**config.mk**
```make
export PLATFORM = sky130hd
export DESIGN_NAME = proxy_arp_and_mac_forward_flat
export DESIGN_NICKNAME = d
export VERILOG_FILES = /design/src/rtl/pamf_pkg.sv /design/src/rtl/pamf_in_if.sv /design/src/rtl/pamf_out_if.sv /design/src/rtl/proxy_arp_and_mac_forward.sv /design/src/rtl/pamf_front.sv /design/src/rtl/pamf_queue.sv /design/src/rtl/pamf_back.sv /design/src/flat_wrapper.sv
export SDC_FILE = /design/constraint.sdc
export NUM_CORES = 2
export LEC_CHECK = 0
export BUFFER_PORTS_ARGS = -buffer_cell sky130_fd_sc_hd__clkbuf_2
export CAP_MARGIN = 20
export CORE_AREA = 2 2 441 443
export CTS_CLUSTER_DIAMETER = 80
export DETAILED_ROUTE_END_ITERATION = 8
export DIE_AREA = 0 0 443 445
export PLACE_DENSITY = 0.59
export SETUP_SLACK_MARGIN = 0.5
export SYNTH_ARGS = -nofsm -noshare
export SYNTH_HDL_FRONTEND = slang
export SYNTH_SLANG_ARGS = --single-unit
```
**constraint.sdc**
```tcl
create_clock -name i_clk -period 8.15 [get_ports i_clk]
set_input_delay 0.4075 -clock i_clk [delete_from_list [all_inputs] [get_ports i_clk]]
set_output_delay 0.4075 -clock i_clk [all_outputs]
set_load 0.03 [all_outputs]
```
**src/rtl/pamf_pkg.sv**
```systemverilog
// pamf_pkg: shared types and constants for the proxy arp and mac forward block
// holds job and state types, frame layout offsets and field codes
// no dependencies
package pamf_pkg;

    // input command codes
    localparam logic CMD_FRAME = 1'b0;
    localparam logic CMD_TABLE = 1'b1;

    // result action codes
    localparam logic ACT_REPLY   = 1'b0;
    localparam logic ACT_FORWARD = 1'b1;

    // configuration register select (address bit 3)
    localparam int   CFG_ADDR_W  = 4;
    localparam int   CFG_SEL_BIT = 3;
    localparam logic REG_OWN_MAC = 1'b0;
    localparam logic REG_OWN_IP  = 1'b1;

    // frame length handling
    localparam logic [5:0] LEN_MAX     = 6'd63;
    localparam logic [5:0] ARP_LEN     = 6'd42;
    localparam logic [5:0] ETH_HDR_LEN = 6'd14;

    // byte offsets of captured header fields
    localparam logic [5:0] POS_SRC_MAC  = 6'd6;
    localparam logic [5:0] POS_TYPES    = 6'd12;
    localparam logic [5:0] POS_SIZES    = 6'd18;
    localparam logic [5:0] POS_SND_MAC  = 6'd22;
    localparam logic [5:0] POS_SND_IP   = 6'd28;
    localparam logic [5:0] POS_TGT_MAC  = 6'd32;
    localparam logic [5:0] POS_TGT_IP   = 6'd38;

    // header field values
    localparam logic [47:0] BCAST_MAC     = 48'hFFFF_FFFF_FFFF;
    localparam logic [15:0] ETHERTYPE_ARP = 16'h0806;
    localparam logic [15:0] PTYPE_IPV4    = 16'h0800;
    localparam logic [15:0] HTYPE_ETH     = 16'h0001;
    localparam logic [15:0] OPER_REQUEST  = 16'h0001;
    localparam logic [7:0]  HSIZE_ETH     = 8'd6;
    localparam logic [7:0]  PSIZE_IPV4    = 8'd4;

    // depth of the job queue between front and back
    localparam int QUEUE_DEPTH = 4;

    typedef enum logic [1:0] {
        JOB_WRITE,
        JOB_ARP,
        JOB_FWD
    } t_job_op;

    // one queued job: a table write or a peer scan
    typedef struct packed {
        t_job_op     op;
        logic [2:0]  idx;
        logic [47:0] mac;   // entry mac, or captured destination mac
        logic [31:0] ip;    // entry ip, or captured target ip
        logic        flag;  // entry valid, or destination is broadcast
    } t_job;

    typedef enum logic {
        BACK_IDLE,
        BACK_SCAN
    } t_back_state;

endpackage

```
**src/rtl/pamf_in_if.sv**
```systemverilog
// pamf_in_if: input channel carrying frame bytes and peer table writes
// uses no package
interface pamf_in_if;
    logic        valid;
    logic        ready;
    logic        command;
    logic [7:0]  data_byte;
    logic        last_byte;
    logic [2:0]  entry_index;
    logic [47:0] entry_mac;
    logic [31:0] entry_ip;
    logic        entry_valid;

    modport source (
        output valid, command, data_byte, last_byte, entry_index, entry_mac,
               entry_ip, entry_valid,
        input  ready
    );
    modport sink (
        input  valid, command, data_byte, last_byte, entry_index, entry_mac,
               entry_ip, entry_valid,
        output ready
    );
endinterface

```
**src/rtl/pamf_out_if.sv**
```systemverilog
// pamf_out_if: output channel carrying reply and forward results
// uses no package
interface pamf_out_if;
    logic        valid;
    logic        ready;
    logic        action;
    logic [2:0]  peer_index;
    logic [47:0] peer_mac;
    logic [31:0] peer_ip;
    logic        last_of_run;

    modport source (
        output valid, action, peer_index, peer_mac, peer_ip, last_of_run,
        input  ready
    );
    modport sink (
        input  valid, action, peer_index, peer_mac, peer_ip, last_of_run,
        output ready
    );
endinterface

```
**src/rtl/proxy_arp_and_mac_forward.sv**
```systemverilog
// proxy_arp_and_mac_forward: top level, configuration registers and part wiring
// depends on pamf_pkg, pamf_in_if, pamf_out_if, pamf_front, pamf_queue, pamf_back
// throughput: one input transaction per cycle while the job queue has room
// back end: writes finish in idle; a frame job scans, one result per matching peer
// path: a frame result passes the queue, the scan mask and the result register
// reset: synchronous active low, clears valid bits, queue, scan state and registers
// reset needs no clearing pass; the block takes transactions the next cycle
module proxy_arp_and_mac_forward #(
    parameter int PEER_SLOTS = 8
) (
    input  logic                          i_clk,
    input  logic                          i_rst_n,
    pamf_in_if.sink                       i_in,
    pamf_out_if.source                    o_out,
    input  logic                          psel,
    input  logic                          penable,
    input  logic                          pwrite,
    input  logic [pamf_pkg::CFG_ADDR_W-1:0] paddr,
    input  logic [63:0]                   pwdata,
    output logic [63:0]                   prdata,
    output logic                          pready
);

    logic [47:0]    r_own_mac;
    logic [31:0]    r_own_ip;
    logic           cfg_write;
    logic           push_valid, push_ready;
    logic           pop_valid, pop_ready;
    pamf_pkg::t_job push_job, pop_job;

    assign pready    = 1'b1;
    assign cfg_write = psel & penable & pwrite;

    // configuration registers
    always_ff @(posedge i_clk) begin
        if (!i_rst_n) begin
            r_own_mac <= '0;
            r_own_ip  <= '0;
        end else if (cfg_write) begin
            unique case (paddr[pamf_pkg::CFG_SEL_BIT])
                pamf_pkg::REG_OWN_MAC: r_own_mac <= pwdata[47:0];
                pamf_pkg::REG_OWN_IP:  r_own_ip  <= pwdata[31:0];
                default: ;
            endcase
        end
    end

    // register read back
    always_comb begin
        unique case (paddr[pamf_pkg::CFG_SEL_BIT])
            pamf_pkg::REG_OWN_MAC: prdata = {16'd0, r_own_mac};
            pamf_pkg::REG_OWN_IP:  prdata = {32'd0, r_own_ip};
            default:               prdata = '0;
        endcase
    end

    pamf_front u_front (
        .i_clk        (i_clk),
        .i_rst_n      (i_rst_n),
        .i_in         (i_in),
        .i_own_mac    (r_own_mac),
        .i_own_ip     (r_own_ip),
        .o_push_valid (push_valid),
        .i_push_ready (push_ready),
        .o_push_job   (push_job)
    );

    pamf_queue u_queue (
        .i_clk        (i_clk),
        .i_rst_n      (i_rst_n),
        .i_push_valid (push_valid),
        .o_push_ready (push_ready),
        .i_push_job   (push_job),
        .o_pop_valid  (pop_valid),
        .i_pop_ready  (pop_ready),
        .o_pop_job    (pop_job)
    );

    pamf_back #(
        .PEER_SLOTS (PEER_SLOTS)
    ) u_back (
        .i_clk       (i_clk),
        .i_rst_n     (i_rst_n),
        .i_job_valid (pop_valid),
        .o_job_ready (pop_ready),
        .i_job       (pop_job),
        .o_out       (o_out)
    );

endmodule

```
**src/rtl/pamf_front.sv**
```systemverilog
// pamf_front: byte capture and frame classification, pushes jobs to the queue
// depends on pamf_pkg and pamf_in_if
module pamf_front (
    input  logic           i_clk,
    input  logic           i_rst_n,
    pamf_in_if.sink        i_in,
    input  logic [47:0]    i_own_mac,
    input  logic [31:0]    i_own_ip,
    output logic           o_push_valid,
    input  logic           i_push_ready,
    output pamf_pkg::t_job o_push_job
);

    logic [5:0]  r_len, n_len;
    logic [47:0] r_dest, n_dest;
    logic [47:0] r_src, n_src;
    logic [47:0] r_types, n_types;
    logic [31:0] r_sizes, n_sizes;
    logic [47:0] r_smac, n_smac;
    logic [31:0] r_sip, n_sip;
    logic [31:0] r_tip, n_tip;

    logic       accept;
    logic       byte_acc;
    logic       frame_end;
    logic [5:0] len_inc;
    logic       is_arp;
    logic       hdr_ok;

    assign i_in.ready = i_push_ready;
    assign accept     = i_in.valid & i_push_ready;
    assign byte_acc   = accept && (i_in.command == pamf_pkg::CMD_FRAME);
    assign frame_end  = byte_acc && i_in.last_byte;
    assign len_inc    = (r_len == pamf_pkg::LEN_MAX) ? r_len : r_len + 6'd1;

    // shift the byte into the header field its offset belongs to
    always_comb begin
        n_dest  = r_dest;
        n_src   = r_src;
        n_types = r_types;
        n_sizes = r_sizes;
        n_smac  = r_smac;
        n_sip   = r_sip;
        n_tip   = r_tip;
        n_len   = r_len;
        if (byte_acc) begin
            if (r_len < pamf_pkg::POS_SRC_MAC) begin
                n_dest = {r_dest[39:0], i_in.data_byte};
            end else if (r_len < pamf_pkg::POS_TYPES) begin
                n_src = {r_src[39:0], i_in.data_byte};
            end else if (r_len < pamf_pkg::POS_SIZES) begin
                n_types = {r_types[39:0], i_in.data_byte};
            end else if (r_len < pamf_pkg::POS_SND_MAC) begin
                n_sizes = {r_sizes[23:0], i_in.data_byte};
            end else if (r_len < pamf_pkg::POS_SND_IP) begin
                n_smac = {r_smac[39:0], i_in.data_byte};
            end else if (r_len < pamf_pkg::POS_TGT_MAC) begin
                n_sip = {r_sip[23:0], i_in.data_byte};
            end else if (r_len >= pamf_pkg::POS_TGT_IP && r_len < pamf_pkg::ARP_LEN) begin
                n_tip = {r_tip[23:0], i_in.data_byte};
            end
            n_len = i_in.last_byte ? 6'd0 : len_inc;
        end
    end

    // classify the finished frame on its last byte
    assign is_arp = (len_inc == pamf_pkg::ARP_LEN)
                 && (n_types[47:32] == pamf_pkg::ETHERTYPE_ARP)
                 && (n_types[15:0] == pamf_pkg::PTYPE_IPV4)
                 && (n_sizes[15:0] == pamf_pkg::OPER_REQUEST);

    assign hdr_ok = (n_src == i_own_mac)
                 && (n_smac == i_own_mac)
                 && (n_dest == pamf_pkg::BCAST_MAC)
                 && (n_types[31:16] == pamf_pkg::HTYPE_ETH)
                 && (n_sizes[31:24] == pamf_pkg::HSIZE_ETH)
                 && (n_sizes[23:16] == pamf_pkg::PSIZE_IPV4)
                 && (n_sip == i_own_ip);

    // build the job for the back end
    always_comb begin
        o_push_valid    = 1'b0;
        o_push_job.op   = pamf_pkg::JOB_FWD;
        o_push_job.idx  = i_in.entry_index;
        o_push_job.mac  = n_dest;
        o_push_job.ip   = n_tip;
        o_push_job.flag = (n_dest == pamf_pkg::BCAST_MAC);
        if (accept && i_in.command == pamf_pkg::CMD_TABLE) begin
            o_push_valid    = 1'b1;
            o_push_job.op   = pamf_pkg::JOB_WRITE;
            o_push_job.mac  = i_in.entry_mac;
            o_push_job.ip   = i_in.entry_ip;
            o_push_job.flag = i_in.entry_valid;
        end else if (frame_end && is_arp) begin
            o_push_valid  = hdr_ok;
            o_push_job.op = pamf_pkg::JOB_ARP;
        end else if (frame_end && len_inc >= pamf_pkg::ETH_HDR_LEN) begin
            o_push_valid = 1'b1;
        end
    end

    // length counter
    always_ff @(posedge i_clk) begin
        if (!i_rst_n) begin
            r_len <= 6'd0;
        end else begin
            r_len <= n_len;
        end
    end

    // captured header fields
    always_ff @(posedge i_clk) begin
        if (!i_rst_n) begin
            r_dest  <= '0;
            r_src   <= '0;
            r_types <= '0;
            r_sizes <= '0;
            r_smac  <= '0;
            r_sip   <= '0;
            r_tip   <= '0;
        end else begin
            r_dest  <= n_dest;
            r_src   <= n_src;
            r_types <= n_types;
            r_sizes <= n_sizes;
            r_smac  <= n_smac;
            r_sip   <= n_sip;
            r_tip   <= n_tip;
        end
    end

endmodule

```
**src/rtl/pamf_queue.sv**
```systemverilog
// pamf_queue: short job queue between the front and back parts
// depends on pamf_pkg
module pamf_queue (
    input  logic           i_clk,
    input  logic           i_rst_n,
    input  logic           i_push_valid,
    output logic           o_push_ready,
    input  pamf_pkg::t_job i_push_job,
    output logic           o_pop_valid,
    input  logic           i_pop_ready,
    output pamf_pkg::t_job o_pop_job
);

    localparam int DEPTH = pamf_pkg::QUEUE_DEPTH;
    localparam int PTR_W = (DEPTH > 1) ? $clog2(DEPTH) : 1;
    localparam int CNT_W = $clog2(DEPTH + 1);

    pamf_pkg::t_job r_mem [DEPTH];
    logic [PTR_W-1:0] r_wr_ptr, r_rd_ptr;
    logic [CNT_W-1:0] r_count;
    logic push, pop;

    assign o_push_ready = (r_count != CNT_W'(DEPTH));
    assign o_pop_valid  = (r_count != '0);
    assign o_pop_job    = r_mem[r_rd_ptr];
    assign push         = i_push_valid & o_push_ready;
    assign pop          = o_pop_valid & i_pop_ready;

    // storage
    always_ff @(posedge i_clk) begin
        if (push) begin
            r_mem[r_wr_ptr] <= i_push_job;
        end
    end

    // pointers and fill count
    always_ff @(posedge i_clk) begin
        if (!i_rst_n) begin
            r_wr_ptr <= '0;
            r_rd_ptr <= '0;
            r_count  <= '0;
        end else begin
            if (push) begin
                r_wr_ptr <= (r_wr_ptr == PTR_W'(DEPTH - 1)) ? '0 : r_wr_ptr + 1'b1;
            end
            if (pop) begin
                r_rd_ptr <= (r_rd_ptr == PTR_W'(DEPTH - 1)) ? '0 : r_rd_ptr + 1'b1;
            end
            if (push && !pop) begin
                r_count <= r_count + 1'b1;
            end else if (pop && !push) begin
                r_count <= r_count - 1'b1;
            end
        end
    end

endmodule

```
**src/rtl/pamf_back.sv**
```systemverilog
// pamf_back: peer table and scan engine, emits one result per matching peer
// depends on pamf_pkg and pamf_out_if
module pamf_back #(
    parameter int PEER_SLOTS = 8
) (
    input  logic           i_clk,
    input  logic           i_rst_n,
    input  logic           i_job_valid,
    output logic           o_job_ready,
    input  pamf_pkg::t_job i_job,
    pamf_out_if.source     o_out
);

    localparam int SLOT_W = (PEER_SLOTS > 1) ? $clog2(PEER_SLOTS) : 1;

    logic [47:0]           r_peer_mac [PEER_SLOTS];
    logic [31:0]           r_peer_ip  [PEER_SLOTS];
    logic [PEER_SLOTS-1:0] r_peer_valid;

    pamf_pkg::t_back_state r_state, n_state;
    logic [PEER_SLOTS-1:0] r_mask;
    logic                  r_action;

    logic                  r_out_valid;
    logic                  r_out_action;
    logic [2:0]            r_out_index;
    logic [47:0]           r_out_mac;
    logic [31:0]           r_out_ip;
    logic                  r_out_last;

    logic [PEER_SLOTS-1:0] scan_mask;
    logic [PEER_SLOTS-1:0] rest_mask;
    logic [SLOT_W-1:0]     sel;
    logic                  take_job;
    logic                  out_free;
    logic                  load;
    logic                  table_wr;

    // match every slot against the job in its own lane
    always_comb begin
        for (int i = 0; i < PEER_SLOTS; i++) begin
            if (i_job.op == pamf_pkg::JOB_ARP) begin
                scan_mask[i] = r_peer_valid[i] && (r_peer_ip[i] == i_job.ip);
            end else begin
                scan_mask[i] = r_peer_valid[i] && (i_job.flag || r_peer_mac[i] == i_job.mac);
            end
        end
    end

    // lowest pending slot
    always_comb begin
        sel = '0;
        for (int i = PEER_SLOTS - 1; i >= 0; i--) begin
            if (r_mask[i]) begin
                sel = SLOT_W'(i);
            end
        end
    end

    assign rest_mask = r_mask & (r_mask - 1'b1);

    // control outputs
    always_comb begin
        o_job_ready = (r_state == pamf_pkg::BACK_IDLE);
        take_job    = o_job_ready & i_job_valid;
        table_wr    = take_job && (i_job.op == pamf_pkg::JOB_WRITE)
                   && (int'(i_job.idx) < PEER_SLOTS);
        out_free    = !r_out_valid || o_out.ready;
        load        = (r_state == pamf_pkg::BACK_SCAN) && (r_mask != '0) && out_free;
    end

    // next state
    always_comb begin
        n_state = r_state;
        unique case (r_state)
            pamf_pkg::BACK_IDLE: begin
                if (take_job && i_job.op != pamf_pkg::JOB_WRITE) begin
                    n_state = pamf_pkg::BACK_SCAN;
                end
            end
            pamf_pkg::BACK_SCAN: begin
                if (r_mask == '0 || (load && rest_mask == '0)) begin
                    n_state = pamf_pkg::BACK_IDLE;
                end
            end
            default: n_state = pamf_pkg::BACK_IDLE;
        endcase
    end

    // peer table contents
    always_ff @(posedge i_clk) begin
        if (table_wr) begin
            r_peer_mac[SLOT_W'(i_job.idx)] <= i_job.mac;
            r_peer_ip[SLOT_W'(i_job.idx)]  <= i_job.ip;
        end
    end

    // valid bits, scan state and output handshake
    always_ff @(posedge i_clk) begin
        if (!i_rst_n) begin
            r_peer_valid <= '0;
            r_state      <= pamf_pkg::BACK_IDLE;
            r_mask       <= '0;
            r_action     <= pamf_pkg::ACT_REPLY;
            r_out_valid  <= 1'b0;
        end else begin
            r_state <= n_state;
            if (table_wr) begin
                r_peer_valid[SLOT_W'(i_job.idx)] <= i_job.flag;
            end
            if (take_job && i_job.op != pamf_pkg::JOB_WRITE) begin
                r_mask   <= scan_mask;
                r_action <= (i_job.op == pamf_pkg::JOB_FWD) ? pamf_pkg::ACT_FORWARD
                                                           : pamf_pkg::ACT_REPLY;
            end else if (load) begin
                r_mask <= rest_mask;
            end
            if (load) begin
                r_out_valid <= 1'b1;
            end else if (o_out.ready) begin
                r_out_valid <= 1'b0;
            end
        end
    end

    // result register
    always_ff @(posedge i_clk) begin
        if (load) begin
            r_out_action <= r_action;
            r_out_index  <= 3'(sel);
            r_out_mac    <= r_peer_mac[sel];
            r_out_ip     <= r_peer_ip[sel];
            r_out_last   <= (rest_mask == '0);
        end
    end

    assign o_out.valid       = r_out_valid;
    assign o_out.action      = r_out_action;
    assign o_out.peer_index  = r_out_index;
    assign o_out.peer_mac    = r_out_mac;
    assign o_out.peer_ip     = r_out_ip;
    assign o_out.last_of_run = r_out_last;

endmodule

```
**src/flat_wrapper.sv**
```systemverilog
// flat-port wrapper written by rule: the top's interface ports become plain ports
module proxy_arp_and_mac_forward_flat 
#(
    parameter int PEER_SLOTS = 8
)
  (i_clk, i_rst_n, psel, penable, pwrite, paddr, pwdata, prdata, pready, i_in_valid, i_in_command, i_in_data_byte, i_in_last_byte, i_in_entry_index, i_in_entry_mac, i_in_entry_ip, i_in_entry_valid, i_in_ready, o_out_valid, o_out_action, o_out_peer_index, o_out_peer_mac, o_out_peer_ip, o_out_last_of_run, o_out_ready);
  pamf_in_if i_in_i ();
  pamf_out_if o_out_i ();
  input  logic i_clk;
  input  logic i_rst_n;
  input  logic psel;
  input  logic penable;
  input  logic pwrite;
  input  logic [pamf_pkg::CFG_ADDR_W-1:0] paddr;
  input  logic [63:0] pwdata;
  output logic [63:0] prdata;
  output logic pready;
  input wire logic [$bits(i_in_i.valid)-1:0] i_in_valid;
  input wire logic [$bits(i_in_i.command)-1:0] i_in_command;
  input wire logic [$bits(i_in_i.data_byte)-1:0] i_in_data_byte;
  input wire logic [$bits(i_in_i.last_byte)-1:0] i_in_last_byte;
  input wire logic [$bits(i_in_i.entry_index)-1:0] i_in_entry_index;
  input wire logic [$bits(i_in_i.entry_mac)-1:0] i_in_entry_mac;
  input wire logic [$bits(i_in_i.entry_ip)-1:0] i_in_entry_ip;
  input wire logic [$bits(i_in_i.entry_valid)-1:0] i_in_entry_valid;
  output wire logic [$bits(i_in_i.ready)-1:0] i_in_ready;
  output wire logic [$bits(o_out_i.valid)-1:0] o_out_valid;
  output wire logic [$bits(o_out_i.action)-1:0] o_out_action;
  output wire logic [$bits(o_out_i.peer_index)-1:0] o_out_peer_index;
  output wire logic [$bits(o_out_i.peer_mac)-1:0] o_out_peer_mac;
  output wire logic [$bits(o_out_i.peer_ip)-1:0] o_out_peer_ip;
  output wire logic [$bits(o_out_i.last_of_run)-1:0] o_out_last_of_run;
  input wire logic [$bits(o_out_i.ready)-1:0] o_out_ready;
  assign i_in_i.valid = i_in_valid;
  assign i_in_i.command = i_in_command;
  assign i_in_i.data_byte = i_in_data_byte;
  assign i_in_i.last_byte = i_in_last_byte;
  assign i_in_i.entry_index = i_in_entry_index;
  assign i_in_i.entry_mac = i_in_entry_mac;
  assign i_in_i.entry_ip = i_in_entry_ip;
  assign i_in_i.entry_valid = i_in_entry_valid;
  assign i_in_ready = i_in_i.ready;
  assign o_out_valid = o_out_i.valid;
  assign o_out_action = o_out_i.action;
  assign o_out_peer_index = o_out_i.peer_index;
  assign o_out_peer_mac = o_out_i.peer_mac;
  assign o_out_peer_ip = o_out_i.peer_ip;
  assign o_out_last_of_run = o_out_i.last_of_run;
  assign o_out_i.ready = o_out_ready;
  proxy_arp_and_mac_forward #(.PEER_SLOTS(PEER_SLOTS)) u_core (.i_clk(i_clk), .i_rst_n(i_rst_n), .i_in(i_in_i), .o_out(o_out_i), .psel(psel), .penable(penable), .pwrite(pwrite), .paddr(paddr), .pwdata(pwdata), .prdata(prdata), .pready(pready));
endmodule
```
=== Word-level counts from Yosys, hierarchy flattened ===
Memory sizes are Yosys's and may differ from the RTL's. A register that Yosys moved wholly into a read port is not among the register bits.
Index checks and enable logic that the tools add are counted.

* Bits in registers: 405
* Bits in writable memories: 984
* Latch bits: 0
* Word-level logic and storage cells: 227
* Bits of input ports: 169
* Memories kept: 3
* Bits in read-only memories: 0
* Output and inout port bits: 152

{| class="wikitable"
|+ Memories
! name !! words !! bits a word !! read ports !! clocked after memory_dff !! write ports !! RTL line !! source
|-
| u_core.u_back.r_peer_mac || 8 || 48 || 9 || 1 || 1 || pamf_back.sv:16 || <nowiki>logic [47:0] r_peer_mac [PEER_SLOTS];</nowiki>
|-
| u_core.u_queue.r_mem || 4 || 86 || 1 || 1 || 1 || pamf_queue.sv:18 || <nowiki>pamf_pkg::t_job r_mem [DEPTH];</nowiki>
|-
| u_core.u_back.r_peer_ip || 8 || 32 || 9 || 1 || 1 || pamf_back.sv:17 || <nowiki>logic [31:0] r_peer_ip [PEER_SLOTS];</nowiki>
|}

* Reduce and logical (&&, ||, !) cells: 63
* Eq/ne operators: 33
* $mul: 0
* Mux-type cells: 81
* Add/sub/neg operators: 6
* Divide/modulo/power cells: 0
* Magnitude comparators: 11
* Bitwise operators: 9
* Shift operators: 0

{| class="wikitable"
|+ Operator list
! kind !! count
|-
| $mux W48 || 15
|-
| $mux W32 || 20
|-
| $eq A48 B48 Y1 || 10
|-
| $eq A32 B32 Y1 || 9
|-
| $pmux W64 S2 || 1
|-
| $mux W81 || 1
|-
| $eq A48 B48 Y1 const B || 1
|-
| $logic_and A1 B1 Y1 || 39
|-
| $eq A16 B1 Y1 const B || 2
|-
| $eq A16 B12 Y1 const B || 2
|-
| $mux W3 || 10
|-
| $mux W1 || 21
|-
| $lt A6 B5 Y1 const B || 3
|-
| $eq A8 B3 Y1 const B || 2
|-
| $logic_not A8 Y1 || 2
|-
| $mux W8 || 2
|-
| $eq A6 B6 Y1 const B || 2
|-
| $lt A6 B6 Y1 const B || 2
|-
| $mux W2 || 6
|-
| $mux W6 || 2
|-
| $logic_or A1 B1 Y1 || 10
|-
| $and A8 B8 Y8 || 1
|-
| $bwmux W8 || 1
|-
| $reduce_bool A2 Y1 || 4
|-
| other kinds (23) || 35
|}

=== Longest topological paths before layout ===
* Depth in word-level cells: 21
* Gate-level depth with buffers: 18
* Mapped depth without buffers: 16

=== Cells and area by module ===
A second synthesis with hierarchy kept.

* Cell total of the unflattened synthesis: 5383
* Area, all modules: 66371.2 µm²

{| class="wikitable"
|+ By module, submodules not included
! module !! cells each !! sequential area each (µm²) !! times used !! area each (µm²)
|-
| pamf_back || 2606 || 22151.2 || 1 || 34440.5
|-
| pamf_front || 1891 || 5885.6 || 1 || 15423.5
|-
| pamf_queue || 501 || 10510.1 || 1 || 12884.9
|-
| proxy_arp_and_mac_forward || 385 || 1601.5 || 1 || 3622.2
|}

=== Worst setup path before layout ===
No wires, ideal clock.

* Path kind: register to register
* From: reg with a tool-made name
* To: reg u_core.u_back.r_peer_valid[0]
* Path buffers: 3
* Data arrival time: 8.157 ns
* Clock period less this slack: 8.280 ns
* Stages on the path, launching flop included: 9
* Data required time: 8.027 ns
* Path slack: -0.130 ns
* Library setup time: 0.123 ns
* Path through: dfxtp_1 buf_2 buf_2 buf_1 mux4_2 nand3b_1 nor3_1 mux2i_1 nor2b_1

{| class="wikitable"
|+ RTL lines
! what !! RTL line !! source
|-
| to (signal, indexed assignment) || pamf_back.sv:109 || <nowiki>r_peer_valid[SLOT_W'(i_job.idx)] <= i_job.flag;</nowiki>
|-
| to (decl) || pamf_back.sv:18 || <nowiki>logic [PEER_SLOTS-1:0] r_peer_valid;</nowiki>
|}

=== Worst setup path after layout ===
* From: reg u_core.u_front.r_len[2]
* To: reg u_core.u_queue.r_count[2]

* Word-level cells in the longest chain between the ends: 20
* Elaborated cells on any way between the ends: 68
* Those cells by class: add/sub: 1; order compare: 7; eq/ne: 12; mux: 32; bitwise: 1; reduce/logical: 15

{| class="wikitable"
|+ RTL lines
! what !! RTL line !! source
|-
| from (decl) || pamf_front.sv:14 || <nowiki>logic [5:0] r_len, n_len;</nowiki>
|-
| from (signal assigned) || pamf_front.sv:107 || <nowiki>r_len <= n_len;</nowiki>
|-
| $lt A6 B5 Y1 || pamf_front.sv:55 || <nowiki>end else if (r_len < pamf_pkg::POS_SND_IP) begin</nowiki>
|-
| $mux W48 || pamf_front.sv:55 ||
|-
| $mux W48 || pamf_front.sv:53 || <nowiki>end else if (r_len < pamf_pkg::POS_SND_MAC) begin</nowiki>
|-
| $mux W48 || pamf_front.sv:51 || <nowiki>end else if (r_len < pamf_pkg::POS_SIZES) begin</nowiki>
|-
| $mux W48 || pamf_front.sv:49 || <nowiki>end else if (r_len < pamf_pkg::POS_TYPES) begin</nowiki>
|-
| $mux W48 || pamf_front.sv:47 || <nowiki>if (r_len < pamf_pkg::POS_SRC_MAC) begin</nowiki>
|-
| $mux W48 || pamf_front.sv:46 || <nowiki>if (byte_acc) begin</nowiki>
|-
| $eq A48 B48 Y1 || pamf_front.sv:73 || <nowiki>&& (n_smac == i_own_mac)</nowiki>
|-
| [5 not listed] || n/a ||
|-
| $logic_and A1 B1 Y1 || pamf_front.sv:78 || <nowiki>&& (n_sip == i_own_ip);</nowiki>
|-
| $mux W1 (*) || pamf_front.sv:94 || <nowiki>end else if (frame_end && is_arp) begin</nowiki>
|-
| $mux W1 (*) || pamf_front.sv:88 || <nowiki>if (accept && i_in.command == pamf_pkg::CMD_TABLE) begin</nowiki>
|-
| $and A1 B1 Y1 (*) || pamf_queue.sv:26 || <nowiki>assign push = i_push_valid & o_push_ready;</nowiki>
|-
| via u_core.u_queue.push || pamf_queue.sv:21 || <nowiki>logic push, pop;</nowiki>
|-
| $logic_not A1 Y1 || pamf_queue.sv:51 || <nowiki>end else if (pop && !push) begin</nowiki>
|-
| $logic_and A1 B1 Y1 || pamf_queue.sv:51 ||
|-
| $reduce_bool A2 Y1 (no source line) || n/a ||
|-
| to (signal assigned) || pamf_queue.sv:50 || <nowiki>r_count <= r_count + 1'b1;</nowiki>
|-
| to (signal assigned) || pamf_queue.sv:52 || <nowiki>r_count <= r_count - 1'b1;</nowiki>
|-
| to (decl) || pamf_queue.sv:20 || <nowiki>logic [CNT_W-1:0] r_count;</nowiki>
|}

The timed path passes the listed nets; every way through them passes the cells marked *.
A chain may end at the register's enable or synchronous reset.

==> out/results.txt <==
Global route overflow: 0
Synth top area cells: edfxtp_1, dfxtp_1, mux4_2, xnor2_1, nand2_1
Max IR drop VDD: 0.193 mV
GPL Wtd Cong: 0.960
Max Clk Rate: 0.160 GHz
Initial antenna violation count: 8
R2r setup slk: 1.89 ns
Crit Path Class: flop to flop
Worst Reg-to-Reg Cells: 17
Reg2reg start: u_core.u_front.r_len[2]
Outcome: finished, final reports clean
Synth Warn #: 0
Register area: 40200 um2
Sequential-to-total area share from yosys stat: 60.0%
Clock slew at reported path FFs: 0.06 ns
Leak: 24.0 nW
Antenna-violating nets left: 0
Worst path required time: 8.89 ns
WL per Instance: 26.9 um
Worst-path fanout max: 25
Hold WS: 0.0551 ns
Core box area: 192000 um2
Syn Area/Cell: 13.4 um2
WHS Path Cells: 3
Hpwl dp: 147000 um
Critical Path AT: 7.00 ns
Kind of start point of the critical path: flop
DRT iter0 DRCs: 4591
CTS sink count: 1471
Slew headroom: 25.1%
Final Setup Violations: 0
Die W: 443 um
Cell Count, Final, Fillers Out: 7899
Ys async rst share: 0%
Fin. max-slew vios: 0
HP Start: i_in_entry_mac[26]
Seq cells post-synth: 1471
CP endpoint kind: flop
TritonCTS clock tree: yes
Vias per cell: 5.37
Total Wirelength: 213000 um
Max-cap violations: 0
Rows: 161
Post-layout util: 40.0%
TNS Setup: 0 ns
Tightest Pin Transition: 1.12 ns
Reg2reg end: u_core.u_queue.r_count[2]
Clock skew: 0.0355 ns
Final nets: 5407
Fraction of layout cells with a size suffix above 1: 17.5%
Via count: 42.4k
Netlist cell types: 80
Hold EP: u_core.u_queue.r_mem[3][59]
Fin crit share: 76.8%
TritonCTS Buffers: 165
GRT Overall Usage: 21.1%
CTS Buffer Depth: 3
Clock Tree Root: clkbuf_16
RSZ-0062 raised after global routing: no
Area leader, netlist: edfxtp_1
Final Critical Period: 6.26 ns
H-tree depth reported by CTS: 4
EDFF count, synth: 1069
PD cells: 279 nW/um2
Synth top area share: 48.0%
Latest clock arrival within the worst-skew pair: 0.82 ns
I/O pin count: 321
Die area: 197000 um2
First drt pass iteration count: 6
Placed cell count: 7532
Syn Inst Count: 4995
P&R area growth vs syn: 14.8%
Largest net degree at the start of global routing: 152
Hold Vio Cnt, Final: 0
Die Height: 445 um
First-pass GRT wire length: 302000 um
Fillers: 18.0k
Port Buf Inserts: 284
Most used DFF post-synth: edfxtp_1
Worst hold path class: input pin to flop
Initial cell density of the core: 34.8%
Multi-input gate area: 25300 um2
Post-Syn Area: 66900 um2
Drt drc: 0
Number of global-route vias before repair: 42.0k
cell usage in the layout, fill, tap and decap left out, types with 23 or more instances in the layout:
master,instances
mux2i_1,138
edfxtp_1,1069
a21boi_0,250
nor2b_1,157
dlygate4sd3_1,56
a21oi_1,128
nand2b_1,38
buf_4,41
clkbuf_2,283
nor3_1,26
nand4_1,186
clkbuf_16,168
clkinv_1,44
nand3_1,23
mux4_2,246
dfxtp_1,400
o21ai_0,42
inv_1,70
xor2_1,110
nand2_1,553
xnor2_1,620
nor2_1,141
nor4_1,88
mux2_2,92
clkbuf_1,34
flip-flops by register name (all words and copies together), names as in the netlist, 48 cells and up, named ones only:
| signal | cells |
|---|---|
| u_core.u_front.r_src | 48 |
| u_core.u_back.r_peer_ip | 256 |
| u_core.u_queue.r_mem | 344 |
| u_core.u_front.r_smac | 48 |
| u_core.u_front.r_types | 48 |
| u_core.u_front.r_dest | 48 |
| u_core.r_own_mac | 48 |
| u_core.u_back.o_out.peer_mac | 48 |
| u_core.u_back.r_peer_mac | 384 |
stage by stage:
step | setup WS (ns) | area [um2] | total power, mW
floorplan | 0.929 | 66900 | 12.4
global route | 1.36 | 76700 | 22.1
detailed placement | 1.94 | 70900 | 14.2
global placement | 2.01 | 70900 | 14.1
CTS | 1.91 | 76700 | 21.5
finish | 1.89 | 76800 | 21.4
worst max-delay path, stage by stage, from the launching register on:
cell,delay (ns)
dfxtp_1,0.86
nand3_1,0.75
nor3_4,0.85
buf_4,0.42
mux2i_1,0.30
xnor2_1,0.10
a2111oi_0,0.53
nand4_1,0.28
nor4_1,0.40
a21oi_1,0.13
buf_4,0.21
inv_1,0.07
ha_1,0.18
inv_1,0.07
fa_1,0.37
xor2_1,0.16
or3_1,0.31
a21boi_0,0.18
worst max path at each step:
stage | cells after the start | from | slack [ns] | endpoint
2_1_floorplan | 12 | i_in_command | 0.93 | u_core.u_queue.r_mem[0][0]
5_1_grt | 17 | u_core.u_front.r_len[2] | 1.36 | u_core.u_queue.r_count[2]
3_3_place_gp | 17 | u_core.u_front.r_len[2] | 2.01 | u_core.u_queue.r_count[2]
6_report | 17 | u_core.u_front.r_len[2] | 1.89 | u_core.u_queue.r_count[2]
4_1_cts | 17 | u_core.u_front.r_len[2] | 1.91 | u_core.u_queue.r_count[2]
3_5_place_dp | 17 | u_core.u_front.r_len[2] | 1.94 | u_core.u_queue.r_count[2]
cells in the mapped netlist (5+ instances only):
library cell,number
edfxtp_1,1069
xnor2_1,620
nand2_1,553
dfxtp_1,402
a21boi_0,251
mux4_2,246
clkbuf_1,209
nand4_1,186
nor2b_1,161
nor2_1,150
mux2i_1,138
a21oi_1,129
xor2_1,110
mux2_2,92
nor4_1,88
buf_2,72
inv_1,71
buf_1,44
o21ai_0,42
nand2b_1,39
nor3_1,29
nand3_1,25
o22ai_1,19
a31oi_1,17
buf_4,17
a2111oi_0,13
o2111ai_1,12
o2bb2ai_1,12
o211ai_1,11
and2_1,10
or3_1,10
nand3b_1,9
nor4b_1,9
a211oi_1,8
and3_1,8
a221oi_1,7
ha_1,7
o221ai_1,7
o31ai_1,7
a22o_1,6
a222oi_1,5
or4_1,5
layout make-up:
cell class	count	area share [%]
repair buffers	395	3.36
clock buffers	210	5.79
diodes	5	0.0163
inverters	72	0.355
well taps	2526	4.12
clock inverters	95	1.11
multi-input cells	3125	32.9
flip-flops and latches	1471	52.3
cells by family after synthesis:
kind of cell,share of synthesized area (%)
AOI/OAI and AO/OA,6.15
and+or+nand+nor,9.60
xor gates and xnor gates,9.56
adders and majority gates,0.191
buffers and inverters,2.55
muxes,11.9
other,0.0112
DFF,60.0
per-layer routing:
metal  vias up  wire [um]  track usage [%]  part of all wire, %
met4         4       8090             7.92                  3.8
met3       364      13500             3.49                  6.3
met5         -         24                0                0.011
li1      18900          -                -                    -
met2      1624     104000             35.0                   49
met1     21500      87500             27.6                   41
timing repair:
action / CTS / global route
endpoints found under the hold margin: 112 / 0
resized for setup: 0 / 0
hold buffers: 56 / 0
buffers inserted: 0 / 0
report_power, final:
group	internal, mW	leakage, nW	switching [mW]
Clock	4.20	2.58	3.15
Combinational	1.63	8.48	3.33
Sequential	8.85	13.0	0.261
Note: power is estimated with default switching activity, not from simulation.
